`config.mk`:
```
export PLATFORM = sky130hd
export DESIGN_NAME = bsfv_lane
export DESIGN_NICKNAME = d
export VERILOG_FILES = /design/src/design/bounding_sphere_from_vertices_macros.svh /design/src/design/bsfv_pkg.sv /design/src/design/bsfv_lane.sv
export SDC_FILE = /design/constraint.sdc
export NUM_CORES = 1
export LEC_CHECK = 0
export BUFFER_PORTS_ARGS = -buffer_cell sky130_fd_sc_hd__buf_2
export CAP_MARGIN = 10
export CORE_ASPECT_RATIO = 2
export CORE_UTILIZATION = 45
export DETAILED_ROUTE_END_ITERATION = 10
export SETUP_SLACK_MARGIN = 0.15
export SYNTH_ARGS = -nofsm -noshare
export SYNTH_HDL_FRONTEND = slang
export SYNTH_SLANG_ARGS = --single-unit
```
`constraint.sdc`:
```
create_clock -name clk -period 22.5 [get_ports clk]
set_input_delay 4.5 -clock clk [delete_from_list [all_inputs] [get_ports clk]]
set_output_delay 4.5 -clock clk [all_outputs]
set_load 0.03 [all_outputs]
```
`src/design/bounding_sphere_from_vertices_macros.svh`:
```
// ---------------------------------------------------------------------------
// bounding_sphere_from_vertices_macros.svh
// assertion helpers used by the sphere radius top-level design file
// ---------------------------------------------------------------------------
`ifndef BOUNDING_SPHERE_FROM_VERTICES_MACROS_SVH
`define BOUNDING_SPHERE_FROM_VERTICES_MACROS_SVH

// same-cycle implication, idle during reset
`define BSFV_ASSERT_SAME(lbl, clk, rst_n, ante, cons, msg) \
  lbl: assert property (@(posedge clk) disable iff (!rst_n) (ante) |-> (cons)) \
    else $error(msg);

// next-cycle implication, idle during reset
`define BSFV_ASSERT_NEXT(lbl, clk, rst_n, ante, cons, msg) \
  lbl: assert property (@(posedge clk) disable iff (!rst_n) (ante) |=> (cons)) \
    else $error(msg);

`endif

```
`src/design/bsfv_pkg.sv`:
```
// ---------------------------------------------------------------------------
// bsfv_pkg
// shared types and constants of the bounding sphere radius block
// ---------------------------------------------------------------------------
package bsfv_pkg;

  // scale register, unsigned Q8.8
  localparam int          SCALE_BITS  = 16;
  localparam logic [15:0] SCALE_RESET = 16'd256;

  // radius output width and the shift that drops the extra fraction bits
  localparam int RADIUS_BITS = 40;
  localparam int FRAC_SHIFT  = 9;

  // per-lane control strobes
  typedef struct packed {
    logic load;    // a vertex transfer updates the corners
    logic seed;    // the vertex starts a new set
    logic square;  // capture the squared extent
  } lane_ctl_t;

  // sequencer states
  typedef enum logic [4:0] {
    ST_TRACK  = 5'b00001,
    ST_SQUARE = 5'b00010,
    ST_SUM    = 5'b00100,
    ST_ROOT   = 5'b01000,
    ST_SCALE  = 5'b10000
  } state_t;

endpackage

```
`src/design/bsfv_lane.sv`:
```
// ---------------------------------------------------------------------------
// bsfv_lane
// one axis: running min/max of the set and the squared extent
// ---------------------------------------------------------------------------
module bsfv_lane #(
  parameter int COORD_BITS = 24
) (
  input  logic                          clk,
  input  bsfv_pkg::lane_ctl_t           ctl,
  input  logic signed [COORD_BITS-1:0]  coord,
  output logic [2*COORD_BITS-1:0]       sq
);

  logic signed [COORD_BITS-1:0] min_r, min_nxt;
  logic signed [COORD_BITS-1:0] max_r, max_nxt;
  logic [COORD_BITS-1:0]        ext;
  logic [2*COORD_BITS-1:0]      sq_r;

  // corner update, first vertex of a set seeds both
  always_comb begin
    min_nxt = min_r;
    max_nxt = max_r;
    if (ctl.load) begin
      if (ctl.seed) begin
        min_nxt = coord;
        max_nxt = coord;
      end else begin
        if (coord < min_r) min_nxt = coord;
        if (coord > max_r) max_nxt = coord;
      end
    end
  end

  // extent is never negative, so it fits unsigned in the coordinate width
  assign ext = COORD_BITS'(max_r - min_r);

  always_ff @(posedge clk) begin
    min_r <= min_nxt;
    max_r <= max_nxt;
    if (ctl.square) begin
      sq_r <= ext * ext;
    end
  end

  assign sq = sq_r;

endmodule

```
==> summary.txt <==
Clock tree
  – Post-CTS Resized: 0
  – # Post-CTS Setup Buffers: 0
  – Clock root buffer: clkbuf_16
  – CTS Buf Count: 9
  – Worst-Skew Late Latency: 0.41 ns
  – CTS sink count: 95
  – Hold Buf Count CTS: 0
  – # H-tree levels: 3
  – CTS clk-pin slew, worst paths: 0.09 ns
  – CTS Buffer Depth: 2
  – CTS tree: built

Worst setup path
  – FF-to-FF path depth: 34
  – WS Path Type: flop to flop
  – Critical Path Start Type: flop
  – Delay-heaviest family, CP: adder cells
  – FF-to-FF End: sq[44]$_DFFE_PP_
  – WP buf/inv: 6
  – Critical path fanouts, max: 17
  – Arrival @ worst endpoint: 10.70 ns
  – Slowest stage delay, CP: 0.76 ns
  – Most Frequent Cell on Critical Path: fa_1
  – R2r setup slk: 11.96 ns
  – Slowest-stage cell, CP: xnor2_2
  – Worst reg2reg path startpoint: max_r[0]$_DFFE_PP_
  – CP required: 22.66 ns
  – Critical path endpoint category: flop

Die
  – Initial cell density of the core: 45.44%
  – Die W: 155.3 µm
  – Row cnt: 112
  – Die ar.: 47900 µm²
  – Die Y: 308.5 µm
  – I/O pins: 76
  – Core box area: 46520 µm²

GRT
  – Initial antenna violation count: 0
  – Total Routing Usage GR: 27.03%
  – Largest net degree at the start of global routing: 48
  – Via count of the first global-routing pass: 17530
  – Overflow after GRT: 0
  – Global-route wire length before repair: 94.01 mm

Placement
  – Pre-CTS setup slack: 11.95 ns
  – PortBufs: 74
  – Final HPWL DP: 51.00 mm
  – Gpl congestion: 0.9489

Synthesis
  – Number of synthesized flops with an enable pin: 95
  – Syn avg cell area: 9.680 µm²
  – Synth async-reset ratio: 0%
  – Synth Net Count: 2875
  – Unique masters post-synth: 76
  – Sequential area share after synthesis: 13.49%
  – Cells after Synth: 2184
  – Post-Syn Area: 21140 µm²
  – Main synth FF type: edfxtp_1
  – Syn. warnings: 0
  – Flops & latches, synth: 95

Hold path
  – Hold path cells: 5
  – Worst hold path type: flop to flop
  – Hold_sp: min_r[22]$_DFFE_PP_
  – Worst Hold End: min_r[15]$_DFFE_PP_

STA
  – Fin Clk Skew: 0.02478 ns
  – Worst slew pin tran: 1.096 ns
  – Final hold vios: 0
  – Max-slew headroom at the worst pin: 26.91%
  – Fmax: 94.88 MHz
  – Total Neg Setup Slack: 0 ns
  – Fin. max-slew vios: 0
  – Period utilisation layout: 46.84%
  – Unrepaired setup endpoints after global routing: false
  – Final setup violation count: 0
  – Worst Setup Slack, final: 11.96 ns
  – Fin crit period: 10.54 ns

Run status
  – Status: complete, no violations

Layout
  – Diodes inserted: 0
  – Nets: 2931
  – Layout cells sized above 1: 6.414%
  – Layout area overhead: 6.735%
  – Fillers: 4523
  – Area occupied by multi-input gates: 15890 µm²
  – Register area: 2853 µm²

Drt
  – ANT nets after route: 0
  – Initial drt markers: 744
  – Via Count: 15540
  – Total wire length: 61.46 mm
  – Routed length per instance: 21.40 µm
  – # DRC: 0
  – Total iterations of the first detailed-routing run: 7
  – Vias per cell: 5.410

Run
  – Max_cap viols: 0
per-stage QoR:
step / instance area [µm²] / hold slack, ns / instances / utilization (%)
2_1_floorplan: 21140 / 0.9837 / 2184 / -
3_3_place_gp: 22270 / 1.196 / 2856 / 47.86
3_5_place_dp: 22270 / 1.225 / 2856 / 47.86
4_1_cts: 22570 / 1.242 / 2872 / 48.50
5_1_grt: 22570 / 1.286 / 2872 / 48.50
6_report: 22570 / 1.224 / 2872 / 48.50
final cells by class:
type                    instances  area share (%)
clock buffers                  10           1.015
well taps                     627           3.477
flip-flops and latches         95           12.64
repair buffers                 98           2.440
inverters                     583           9.698
clock inverters                 6          0.3050
multi-input cells            1453           70.42
state kept, by name, indices dropped and copies added (netlist names):
name	count
max_r	24
min_r	24
sq	47
worst max-delay path by stage:
| stage | slack [ns] | start | depth (start not counted) | endpoint |
|---|---|---|---|---|
| after global placement | 12.13 | max_r[0]$_DFFE_PP_ | 34 | sq[44]$_DFFE_PP_ |
| after global routing | 11.42 | max_r[0]$_DFFE_PP_ | 34 | sq[44]$_DFFE_PP_ |
| after floorplan | 13.42 | max_r[0]$_DFFE_PP_ | 38 | sq[47]$_DFFE_PP_ |
| after detailed placement | 11.95 | max_r[0]$_DFFE_PP_ | 34 | sq[44]$_DFFE_PP_ |
| final | 11.96 | max_r[0]$_DFFE_PP_ | 34 | sq[44]$_DFFE_PP_ |
| after CTS | 11.88 | max_r[0]$_DFFE_PP_ | 34 | sq[44]$_DFFE_PP_ |
layout by cell type, fill, tap and decap left out, drive strengths merged, types with 3 or more instances in the layout:
cell     count
nor2b       16
nand3       18
a21o        52
and2         4
xor2        23
nor3        13
clkbuf      10
edfxtp      95
a31oi        9
and4         4
o311ai       3
or2          3
ha         238
a2111oi      3
nor2       202
xnor2       48
fa         425
a311oi       3
nand4       15
a21oi       72
o211ai       7
buf         98
o22ai        3
clkinv       8
o21a         4
o31ai        3
o21bai       6
a211oi       7
o21ai       34
nand2      168
and3         7
nand2b      19
nand4b       4
o31a         4
inv        579
o2111a       3
routing by layer:
layer	vias up	wire length (µm)	track usage, %
met2	528	34610	51.91
met4	0	6228	24.74
met3	260	2618	4.133
met1	7927	18000	23.53
met5	-	0	0
li1	6823	-	-
tightest hold or removal path, cell delays in order, from the launching register on:
cell	delay (ns)
edfxtp_1	0.36
inv_1	0.09
ha_1	0.14
nor4bb_1	0.05
o2111ai_1	0.11
o21ai_2	0.24
Yosys cell counts (5+ instances only):
| library cell | count | area share [%] |
|---|---|---|
| xor2_1 | 22 | 0.91 |
| a211oi_1 | 7 | 0.25 |
| a31oi_1 | 9 | 0.27 |
| clkbuf_1 | 42 | 0.75 |
| nor2b_1 | 16 | 0.47 |
| o21ai_0 | 30 | 0.71 |
| a21oi_1 | 71 | 1.7 |
| edfxtp_1 | 95 | 13 |
| ha_1 | 238 | 14 |
| and3_1 | 7 | 0.21 |
| nor3_1 | 13 | 0.31 |
| nand2b_1 | 19 | 0.56 |
| a21o_1 | 52 | 1.8 |
| nand4_1 | 15 | 0.44 |
| xnor2_1 | 46 | 1.9 |
| nand3_1 | 18 | 0.43 |
| o211ai_1 | 7 | 0.25 |
| nand2_2 | 8 | 0.24 |
| clkinv_1 | 5 | 0.089 |
| o21bai_1 | 6 | 0.21 |
| inv_1 | 575 | 10 |
| nand2_1 | 160 | 2.8 |
| fa_1 | 425 | 40 |
| nor2_1 | 201 | 3.6 |
| buf_2 | 5 | 0.12 |
cell families after synthesis:
kind of cell	after synthesis	synth area share (%)
adder cells (fa/ha/maj)	663	54.33
other	1	0.01774
flip-flops	95	13.49
AND/OR/NAND/NOR	481	9.925
XOR/XNOR	71	3.101
buffers and inverters	636	11.43
AO/OA/AOI/OAI	234	7.558
multiplexers	3	0.1480
Power is left out: the tool's default activity adds up to more than one toggle a clock period on the data nets, which glitch-free logic cannot reach.
