## src/design/bounding_sphere_from_vertices_macros.svh

```systemverilog
// ---------------------------------------------------------------------------
// bounding_sphere_from_vertices_macros.svh
// assertion helpers used by the sphere radius top-level design file
// ---------------------------------------------------------------------------
`ifndef BOUNDING_SPHERE_FROM_VERTICES_MACROS_SVH
`define BOUNDING_SPHERE_FROM_VERTICES_MACROS_SVH

// same-cycle implication, idle during reset
`define BSFV_ASSERT_SAME(lbl, clk, rst_n, ante, cons, msg) \
  lbl: assert property (@(posedge clk) disable iff (!rst_n) (ante) |-> (cons)) \
    else $error(msg);

// next-cycle implication, idle during reset
`define BSFV_ASSERT_NEXT(lbl, clk, rst_n, ante, cons, msg) \
  lbl: assert property (@(posedge clk) disable iff (!rst_n) (ante) |=> (cons)) \
    else $error(msg);

`endif

```

## src/design/bsfv_isqrt.sv

```systemverilog
// ---------------------------------------------------------------------------
// bsfv_isqrt
// restoring integer square root, one root bit per cycle
// ---------------------------------------------------------------------------
module bsfv_isqrt #(
  parameter int ROOT_BITS = 25
) (
  input  logic                   clk,
  input  logic                   rst_n,
  input  logic                   start,
  input  logic [2*ROOT_BITS-1:0] radicand,
  output logic                   done,
  output logic [ROOT_BITS-1:0]   root
);

  localparam int CNT_W = $clog2(ROOT_BITS);
  localparam int REM_W = ROOT_BITS + 2;

  logic [2*ROOT_BITS-1:0] rad_r;
  logic [REM_W-1:0]       rem_r;
  logic [ROOT_BITS-1:0]   root_r;
  logic [CNT_W-1:0]       cnt_r;
  logic                   busy_r;
  logic                   done_r;
  logic [REM_W-1:0]       rem_sh;
  logic [REM_W-1:0]       trial;
  logic                   fits;

  // bring down the next two radicand bits and try root*4+1
  assign rem_sh = {rem_r[ROOT_BITS-1:0], rad_r[2*ROOT_BITS-1 -: 2]};
  assign trial  = {root_r, 2'b01};
  assign fits   = (rem_sh >= trial);

  // control
  always_ff @(posedge clk) begin
    if (!rst_n) begin
      busy_r <= 1'b0;
      done_r <= 1'b0;
      cnt_r  <= '0;
    end else begin
      done_r <= 1'b0;
      if (start) begin
        busy_r <= 1'b1;
        cnt_r  <= '0;
      end else if (busy_r) begin
        cnt_r <= cnt_r + 1'b1;
        if (cnt_r == CNT_W'(ROOT_BITS - 1)) begin
          busy_r <= 1'b0;
          done_r <= 1'b1;
        end
      end
    end
  end

  // datapath
  always_ff @(posedge clk) begin
    if (start) begin
      rad_r  <= radicand;
      rem_r  <= '0;
      root_r <= '0;
    end else if (busy_r) begin
      rad_r  <= {rad_r[2*ROOT_BITS-3:0], 2'b00};
      rem_r  <= fits ? (rem_sh - trial) : rem_sh;
      root_r <= {root_r[ROOT_BITS-2:0], fits};
    end
  end

  assign done = done_r;
  assign root = root_r;

endmodule

```

## config.mk

```make
export PLATFORM = sky130hd
export DESIGN_NAME = bsfv_isqrt
export DESIGN_NICKNAME = d
export VERILOG_FILES = /design/src/design/bounding_sphere_from_vertices_macros.svh /design/src/design/bsfv_isqrt.sv
export SDC_FILE = /design/constraint.sdc
export NUM_CORES = 1
export LEC_CHECK = 0
export ABC_AREA = 1
export BUFFER_PORTS_ARGS = -buffer_cell sky130_fd_sc_hd__buf_4
export CORE_MARGIN = 5
export CORE_UTILIZATION = 45
export CTS_CLUSTER_DIAMETER = 80
export DETAILED_ROUTE_END_ITERATION = 16
export SLEW_MARGIN = 20
export SYNTH_ARGS = -nofsm -noshare
export SYNTH_HDL_FRONTEND = slang
export SYNTH_SLANG_ARGS = --single-unit
export TNS_END_PERCENT = 30
```

## constraint.sdc

```tcl
create_clock -name clk -period 3.35 [get_ports clk]
set_input_delay 0.1675 -clock clk [delete_from_list [all_inputs] [get_ports clk]]
set_output_delay 0.1675 -clock clk [all_outputs]
set_load 0.005 [all_outputs]
```

==> qor.csv, run 1 <==
stage,metric,value,unit
synthesis,leading post-synthesis cells by cell area,"edfxtp_1, nand2_1, dfxtp_1",
outcome,status,completed,
floorplanning,Die Width,127,um
worst_setup_path,startpoint types,flip-flop,
timing,Worst Max-Slew Pin Slew,0.644,ns
synthesis,Ys Warns,0,
synthesis,dominant cell type by area after synthesis,edfxtp_1,
floorplanning,Die ar.,16000,sq um
route,Vias,5430,
synthesis,synth unique cells,40,
global_routing,pin count of the biggest net entering global routing,60,
synthesis,Seq cells post-synth,107,
floorplanning,num rows,42,
final_layout,most frequent cells in the layout,"nand2_1, inv_1, buf_4",
clocking,"Clk Latency, worst-skew pair",0.35,ns
pwr,sequential share of power,29.3,%
global_routing,first-pass GRT wire length,25200,um
timing,fin crit period,2.32,ns
final_layout,# nets final,1002,
synthesis,Mapped Cells,849,
floorplanning,Ports,79,
final_layout,"most common cell after layout, fill and taps aside",nand2_1,
synthesis,Yosys top cell area share,24.5,%
timing,Final setup viols,0,
worst_setup_path,CP Capture Type,flip-flop,
final_layout,Layout Cell Area excl Fill,7180,sq um
route,Via-to-Cell Ratio,4.93,
clocking,CTS tree,yes,
pwr,leakage power,3.58,nW
route,DRT Pass-1 Iters,4,
floorplanning,core area,13300,sq um
final_layout,Fill cells,1323,
hold_path,Hold WC Path Type,input pin to flip-flop,
global_routing,vias in the first global route,5416,
pwr,switching share of power,43.4,%
clocking,Max Root-Sink Buffers,2,
route,Final ANT Viol Nets,0,
worst_setup_path,CP Class,flip-flop to flip-flop,
route,Routed wire per std cell,13.9,um
final_layout,# diodes,0,
route,WL met1,7150,um
route,met2 routed WL,7190,um
timing,Fin. Hold Viols,0,
synthesis,"Seq/Total Area, Yosys",43.2,%
worst_setup_path,Critical Path RT,3.56,ns
route,met3 wire len,713,um
clocking,hold-fix buffers at CTS,0,
global_routing,GRT Resource Usage Total,19.1,%
clocking,postcts setup bufs,0,
worst_setup_path,Worst EP arrival,2.53,ns
timing,clock skew,0.0105,ns
clocking,"Reg clk slew, reported paths",0.07,ns
route,top layer in use,met4,
global_routing,initial antenna violation count,0,
clocking,clock root cell,clkbuf_16,
timing,Slew headroom,57.0,%
global_routing,grt total ovfl,0,
pwr,switching power,0.00235,W
floorplanning,Initial Utilization,46.0,%
route,Post-route DRC,0,
placement,Placer Congestion,0.885,
pwr,Peak VDD IR,382,uV
pwr,pwr/cell area,755,nW/um^2
placement,post-place instance area,6870,sq um
pwr,combinational share of power,49.6,%
clocking,Num CTS Buffers,9,
placement,IO Port Bufs,78,
timing,Tcrit/Tclk final,69.2,%
worst_setup_path,CP max FO,25,
clocking,htree depth,3,
timing,setup TNS,0,ns
timing,final worst slack,1.03,ns
run,max cap viols,0,
timing,Max Freq,0.431,GHz
route,WL final,15300,um
timing,RSZ-0062 raised after global routing,no,
synthesis,Mean Syn Cell Area,7.21,sq um
final_layout,layout cells sized above 1,13.0,%
timing,Pins Over Slew Limit,0,
synthesis,mapped cell area,6120,sq um
floorplanning,die height,127,um
placement,post-DP HPWL,11500,um
pwr,Tot Pwr,0.00543,W
clocking,sinks on the clock net,107,
clocking,post-CTS sizing,0,
placement,pre-CTS setup slack,1.05,ns
route,Initial DRC Count,293,
final_layout,area growth from synthesis to layout,17.4,%
pwr,Clk pwr share,21.1,%
pwr,internal power,0.00307,W
synthesis,syn nets,931,
Yosys cell counts (all sizes together):
master  count
o21bai      3
ha         29
dfxtp      57
a211oi      1
o21ai      18
o211ai      2
xnor2       9
o22ai      24
clkinv      3
nor2       61
edfxtp     50
buf        11
nor3        5
nor4        2
or2         2
clkbuf     13
nor3b       1
nand2     345
nand3b      3
nand4      13
o21a        1
inv       123
and2        1
a21oi      25
xor2        3
nand3      44
critical path, cell delays in order (launching register included):
cell and delay, ns:
dfxtp_1 0.33, inv_1 0.07, ha_1 0.37, nand2_1 0.09, nand2_1 0.09, nand2_1 0.07, nand2_1 0.09, a21oi_2 0.21
nor2_2 0.09, nor2_8 0.18, nand2_8 0.15, inv_4 0.20, nand2_1 0.10, nand3_1 0.07, o21ai_1 0.07
path summary, 6_finish.rpt:
check / startpoint / to / slack (ns) / depth (start not counted)
worst max register to register: root[10] / rem_r[11] / 1.03 / 14
worst min register to register: rem_r[24] / rem_r[24] / 0.48 / 2
worst max-delay path: root[10] / rem_r[11] / 1.03 / 14
worst min-delay path: rst_n / busy_r / 0.07 / 3
state kept, by name, summed over array words and instances (netlist names):
register,flops
root,25
cnt_r,5
busy_r,1
done,1
rem_r,25
rad_r,50
per-stage QoR:
stage | utilization, % | cells | hold WS, ns
floorplan | - | 849 | 0.308
detailed placement | 51.6 | 1085 | 0.427
CTS | 54.0 | 1101 | 0.0536
finish | 54.0 | 1101 | 0.0722
global placement | 51.6 | 1085 | 0.423
global route | 54.0 | 1101 | 0.0793
area by class of cell:
type,instances,area [sq um],share of cell area (%)
multi-input combinational,592,2880,40.1
sequential,107,2640,36.8
timing repair buffer,84,643,8.95
inverter,126,475,6.62
clock buffer,11,233,3.24
tap,176,220,3.07
clock inverter,5,85.1,1.18
metal layers:
metal | vias to the layer above | track usage (%)
met5 | - | 0
met4 | 0 | 5.55
met3 | 19 | 3.91
met2 | 119 | 32.4
met1 | 2456 | 24.7
li1 | 2836 | -
cell families (layout without fill, tap and decap cells):
logic type | count (synthesis) | after routing | synth area share (%)
compound gates | 74 | 74 | 6.89
xor+xnor | 12 | 12 | 1.72
flops | 107 | 107 | 43.2
fa+ha+maj | 29 | 29 | 5.93
buf+inv | 150 | 226 | 9.65
simple gates | 477 | 477 | 32.6
power groups by stage:
stage | logic (W) | registers (W) | clock network [W]
finish | 0.00269 | 0.00159 | 0.00115
global route | 0.00304 | 0.00160 | 0.00123
CTS | 0.00270 | 0.00159 | 0.00117
detailed placement | 0.00267 | 0.00162 | 0
global placement | 0.00265 | 0.00162 | 0
floorplan | 0.00212 | 0.00159 | 0
Power figures use the tool's default switching activity.
==> inputs of run 2 (changes only) <==
Settings changed: PLACE_DENSITY set to 0.67.
Clock period 3.35 ns to 1.9 ns, I/O delays scaled along.
==> qor.csv, run 2 (synthesized netlist as in run 1, its figures left out) <==
stage,metric,value,unit,change
outcome,status,"finished, violations left",,
outcome,failing checks,negative setup slack,,
final_layout,Layout Cell Area excl Fill,9370,sq um,+30%
final_layout,area growth from synthesis to layout,53.1,%,
timing,Final setup viols,15,,+15
clocking,htree depth,3,,unchanged
timing,Worst Max-Slew Pin Slew,0.890,ns,+0.246 ns
route,Routed wire per std cell,13.3,um,-3.9%
final_layout,most frequent cells in the layout,"nand2_1, buf_4, inv_1",,
route,Initial DRC Count,474,,+62%
floorplanning,core area,13300,sq um,unchanged
worst_setup_path,CP Capture Type,flip-flop,,
timing,RSZ-0062 raised after global routing,yes,,
final_layout,Final Util,70.4,%,+16 points
final_layout,"most common cell after layout, fill and taps aside",nand2_1,,
timing,fin crit period,1.95,ns,-0.367 ns
placement,post-DP HPWL,11300,um,-1.8%
clocking,CTS tree,yes,,
clocking,clock root cell,clkbuf_16,,
pwr,Peak VDD IR,905,uV,+140%
hold_path,worst min-delay path startpoint,radicand[9],,
placement,Cell Count Post-Placement,1205,,+11%
global_routing,GRT Resource Usage Total,20.7,%,+1.6 points
timing,Max Freq,0.512,GHz,+19%
route,Post-route DRC,0,,unchanged
floorplanning,die height,127,um,unchanged
route,Via-to-Cell Ratio,4.87,,-1.3%
final_layout,post-route insts no fill,1278,,+16%
timing,Pins Over Slew Limit,0,,unchanged
pwr,leakage power,4.52,nW,+26%
timing,final hold slack,0.00656,ns,-0.0656 ns
final_layout,# nets final,1179,,+18%
route,DRT Pass-1 Iters,5,,+1
route,WL final,17000,um,+12%
worst_setup_path,Worst EP arrival,2.20,ns,-0.33 ns
clocking,Max Root-Sink Buffers,2,,unchanged
global_routing,initial antenna violation count,0,,unchanged
final_layout,# diodes,0,,unchanged
worst_setup_path,worst reg2reg startpoint,root[9],,
worst_setup_path,reg-to-reg endpoint,rem_r[7],,
worst_setup_path,startpoint types,flip-flop,,
floorplanning,Ports,79,,unchanged
global_routing,met2 track demand over resource,35.4,%,+3.0 points
floorplanning,num rows,42,,unchanged
route,Vias,6221,,+15%
timing,Slew headroom,40.6,%,-16 points
worst_setup_path,Critical Path RT,2.15,ns,-1.41 ns
floorplanning,Initial Utilization,46.0,%,unchanged
pwr,pwr/cell area,1320,nW/um^2,+74%
global_routing,met1 usage,25.8,%,+1.1 points
run,max cap viols,0,,unchanged
worst_setup_path,CP max-delay cell,dfxtp_1,,
placement,Placer Congestion,0.932,,+5.4%
clocking,"Reg clk slew, reported paths",0.08,ns,about the same
worst_setup_path,internal reg-to-reg setup slack,-0.05,ns,-1.08 ns
clocking,"Clk Latency, worst-skew pair",0.36,ns,about the same
global_routing,grt total ovfl,0,,unchanged
global_routing,GR met3 Demand/Resource,4.79,%,+0.88 points
final_layout,max FFs per register,50,,unchanged
global_routing,vias in the first global route,6184,,+14%
floorplanning,Die Width,127,um,unchanged
placement,IO Port Bufs,78,,unchanged
final_layout,Top reg by flops,rad_r,,
worst_setup_path,"Largest stage delay, worst path",0.33,ns,-0.04 ns
global_routing,busiest layer in global routing,met2,,
final_layout,layout cells sized above 1,37.4,%,+24 points
worst_setup_path,worst-path cell chain,inv_1 > ha_4 > nand2_4 > nor2_4 > nand2_2 > nor2_4 > nand2_2 > nand3_4 > nor2_8 > nand2_8 > clkbuf_16 > nand2_1 > nand3_1 > o21ai_1,,
placement,post-place instance area,7790,sq um,+14%
timing,Tcrit/Tclk final,103,%,+33 points
hold_path,Hold Path Stages,3,,unchanged
worst_setup_path,CP max FO,6,,-76%
timing,clock skew,0.00902,ns,-0.00145 ns
route,Final ANT Viol Nets,0,,unchanged
worst_setup_path,CP Class,flip-flop to flip-flop,,
clocking,Num CTS Buffers,9,,unchanged
worst_setup_path,Reg2Reg Depth,14,,unchanged
timing,Fin. Hold Viols,0,,unchanged
hold_path,Hold WC Path Type,input pin to flip-flop,,
global_routing,pin count of the biggest net entering global routing,67,,+12%
clocking,sinks on the clock net,107,,unchanged
floorplanning,Die ar.,16000,sq um,unchanged
timing,final worst slack,-0.0512,ns,-1.08 ns
global_routing,first-pass GRT wire length,27500,um,+9.2%
worst_setup_path,crit path from,root[9],,
pwr,Tot Pwr,0.0123,W,+130%
hold_path,WHS Endpoint,rad_r[9],,
==> run 2: changes by cell type in the layout (fill, tap and decap cells not counted), sizes merged <==
cell,previous run,this run
nand2,345,346
dlygate4sd3,0,36
inv,124,126
clkinvlp,1,0
clkbuf,11,10
bufinv,2,0
buf,84,223
clkinv,4,7
==> run 2: repair_timing <==
item	CTS	global route
cloned	1	1
hold endpoints to repair	37	0
setup buffers	11	9
setup endpoints to repair	26	26
resized for setup	88	105
pin swaps	12	79
hold buffers	36	0
==> run 2: per-stage QoR <==
stage          setup TNS, ns  setup slack [ns]
3_3_place_gp           -3.63            -0.170
2_1_floorplan         -0.476           -0.0449
5_1_grt                -3.17            -0.156
3_5_place_dp           -4.40            -0.207
6_report              -0.374           -0.0512
4_1_cts               -0.235           -0.0328
==> run 2: worst max-delay path, delay by kind of cell (launching register included) <==
kind                       cells  cell delay (ns)
and+or+nand+nor               10             0.90
DFF                            1             0.33
adders and majority gates      1             0.30
buffers and inverters          2             0.24
AOI/OAI and AO/OA              1             0.07
==> run 2: area by class of cell <==
| type | instances | area [sq um] |
|---|---|---|
| fill | 1014 | 3930 |
| multi-input combinational | 593 | 3580 |
| inverter | 126 | 485 |
| sequential | 107 | 2680 |
| clock inverter | 7 | 57.6 |
| clock buffer | 9 | 225 |
| timing repair buffer | 260 | 2120 |
| tap | 176 | 220 |
==> run 2: worst max-delay path by stage <==
stage / end / cells after the start
2_1_floorplan: rem_r[23] / 15
3_3_place_gp: rem_r[0] / 13
3_5_place_dp: rem_r[0] / 13
4_1_cts: rem_r[14] / 12
5_1_grt: rem_r[12] / 14
6_report: rem_r[7] / 14
==> run 2: per-layer routing <==
layer	routed length, um	vias to the layer above
met5	0	-
met4	346	0
met3	1030	28
met2	8350	160
met1	7320	2843
li1	-	3190
==> run 2: power by group <==
group | leakage (nW) | internal [W] | total, W | switching (W)
clock | 0.141 | 0.000912 | 0.00185 | 0.000936
sequential | 0.991 | 0.00268 | 0.00283 | 0.000148
combinational | 3.39 | 0.00351 | 0.00765 | 0.00414
total | 4.52 | 0.00709 | 0.0123 | 0.00523
==> inputs of run 3 (changes only) <==
Settings changed: CTS_BUF_LIST set to sky130_fd_sc_hd__clkbuf_8, PLACE_DENSITY 0.67 to unset.
Clock period 1.9 ns to 2.2 ns, I/O delays scaled along.
==> qor.csv, run 3 (synthesized netlist as in run 1, its figures left out) <==
stage,metric,value,unit,change
outcome,status,completed,,
pwr,sequential share of power,28.5,%,+5.6 points
placement,IO Port Bufs,78,,unchanged
timing,Slew headroom,67.0,%,+26 points
worst_setup_path,CP Class,flip-flop to flip-flop,,
global_routing,grt total ovfl,0,,unchanged
pwr,Peak VDD IR,544,uV,-40%
clocking,clock root cell,clkbuf_8,,
clocking,"Reg clk slew, reported paths",0.11,ns,+0.03 ns
placement,post-DP HPWL,11300,um,+0.15%
route,Routed wire per std cell,13.6,um,+2.4%
route,Vias,5741,,-7.7%
floorplanning,core area,13300,sq um,unchanged
final_layout,"most common cell after layout, fill and taps aside",nand2_1,,
pwr,combinational share of power,56.3,%,-5.8 points
final_layout,Final Util,61.3,%,-9.2 points
timing,clock skew,0.0141,ns,+0.00503 ns
worst_setup_path,Worst EP arrival,2.31,ns,+0.11 ns
pwr,Tot Pwr,0.00857,W,-30%
global_routing,vias in the first global route,5812,,-6.0%
final_layout,max FFs per register,50,,unchanged
worst_setup_path,CP max FO,9,,+3
pwr,switching power,0.00370,W,-29%
final_layout,Top reg by flops,rad_r,,
worst_setup_path,startpoint types,flip-flop,,
clocking,htree depth,3,,unchanged
clocking,Num CTS Buffers,9,,unchanged
worst_setup_path,Reg2Reg Depth,14,,unchanged
hold_path,Hold Path Stages,2,,-1
floorplanning,die height,127,um,unchanged
final_layout,# diodes,0,,unchanged
floorplanning,Die ar.,16000,sq um,unchanged
floorplanning,Ports,79,,unchanged
placement,Placer Congestion,0.925,,-0.84%
timing,fin crit period,2.04,ns,+0.0854 ns
timing,Tcrit/Tclk final,92.6,%,-10 points
pwr,Clk pwr share,15.2,%,+0.2 points
global_routing,initial antenna violation count,0,,unchanged
route,WL final,16100,um,-5.5%
worst_setup_path,Critical Path RT,2.48,ns,+0.33 ns
floorplanning,Die Width,127,um,unchanged
timing,Pins Over Slew Limit,0,,unchanged
clocking,Max Root-Sink Buffers,2,,unchanged
global_routing,first-pass GRT wire length,26900,um,-2.2%
floorplanning,num rows,42,,unchanged
pwr,leakage power,3.92,nW,-13%
clocking,"Clk Latency, worst-skew pair",0.39,ns,+0.03 ns
final_layout,Layout Cell Area excl Fill,8150,sq um,-13%
route,Initial DRC Count,352,,-26%
final_layout,layout cells sized above 1,19.1,%,-18 points
pwr,pwr/cell area,1050,nW/um^2,-20%
route,Final ANT Viol Nets,0,,unchanged
clocking,sinks on the clock net,107,,unchanged
route,DRT Pass-1 Iters,5,,unchanged
timing,Fin. Hold Viols,0,,unchanged
timing,RSZ-0062 raised after global routing,no,,
pwr,internal power,0.00486,W,-31%
clocking,CTS tree,yes,,
final_layout,# nets final,1081,,-8.3%
route,Via-to-Cell Ratio,4.87,,about the same
final_layout,most frequent cells in the layout,"nand2_1, inv_1, buf_4",,
timing,Max Freq,0.491,GHz,-4.2%
worst_setup_path,CP Capture Type,flip-flop,,
global_routing,GRT Resource Usage Total,20.4,%,-0.34 points
timing,Final setup viols,0,,-15
hold_path,Hold WC Path Type,input pin to flip-flop,,
pwr,switching share of power,43.2,%,+0.82 points
timing,Worst Max-Slew Pin Slew,0.495,ns,-0.395 ns
final_layout,area growth from synthesis to layout,33.2,%,
run,max cap viols,0,,unchanged
global_routing,pin count of the biggest net entering global routing,55,,-18%
timing,final hold slack,0.0329,ns,+0.0264 ns
placement,post-place instance area,7090,sq um,-9.1%
route,Post-route DRC,0,,unchanged
floorplanning,Initial Utilization,46.0,%,unchanged
==> run 3: what timing repair did <==
item | in CTS | in global routing
pin swaps | 0 | 7
hold buffers | 50 | 0
gates resized for setup | 2 | 51
buffers inserted | 0 | 3
setup endpoints to repair | 11 | 26
hold endpoints to repair | 51 | 0
==> run 3: layout make-up <==
| cell class | instances | area, sq um |
|---|---|---|
| Clock buffer | 11 | 151 |
| Clock inverter | 5 | 58.8 |
| Fill cell | 1192 | 5150 |
| Inverter | 126 | 480 |
| Multi-Input combinational cell | 592 | 3200 |
| Sequential cell | 107 | 2650 |
| Tap cell | 176 | 220 |
| Timing Repair Buffer | 163 | 1390 |
==> run 3: worst max-delay path, cell delays in order, from the launching register on <==
cell	delay, ns
dfxtp_2	0.33
inv_1	0.08
ha_4	0.29
nand2_1	0.10
nor2_2	0.14
nand2_1	0.10
nor2_2	0.13
nand2_1	0.09
nand3_2	0.12
nor2_8	0.06
nand2_8	0.11
buf_12	0.14
nand3b_1	0.09
nand3_1	0.08
o21ai_1	0.06
==> run 3: per-layer routing <==
layer,share of wire (%),track usage [%]
met1,45,24.7
met2,49,36.0
met3,3.9,4.20
met4,2.3,6.94
met5,0,0
==> run 3: worst paths after layout <==
check	startpoint	to	slack (ns)
worst min register to register	rem_r[24]	rem_r[24]	0.46
worst max register to register	root[16]	rem_r[14]	0.16
worst min-delay path	start	rem_r[20]	0.03
worst max-delay path	root[16]	rem_r[14]	0.16
==> run 3: power by group through the flow <==
| stage | sequential (W) | clock [W] | combinational, W |
|---|---|---|---|
| floorplan | 0.00242 | 0 | 0.00323 |
| global route | 0.00246 | 0.00142 | 0.00547 |
| detailed placement | 0.00245 | 0 | 0.00444 |
| CTS | 0.00240 | 0.00135 | 0.00455 |
| finish | 0.00244 | 0.00130 | 0.00483 |
| global placement | 0.00244 | 0 | 0.00444 |
==> run 3: metrics by stage <==
step | instances | setup slack [ns] | TNS, ns
floorplan | 849 | 0.0647 | 0
global placement | 1111 | 0.00554 | 0
detailed placement | 1111 | -0.0201 | -0.0252
CTS | 1177 | -0.00625 | -0.00625
global route | 1180 | 0.000510 | 0
finish | 1180 | 0.163 | 0
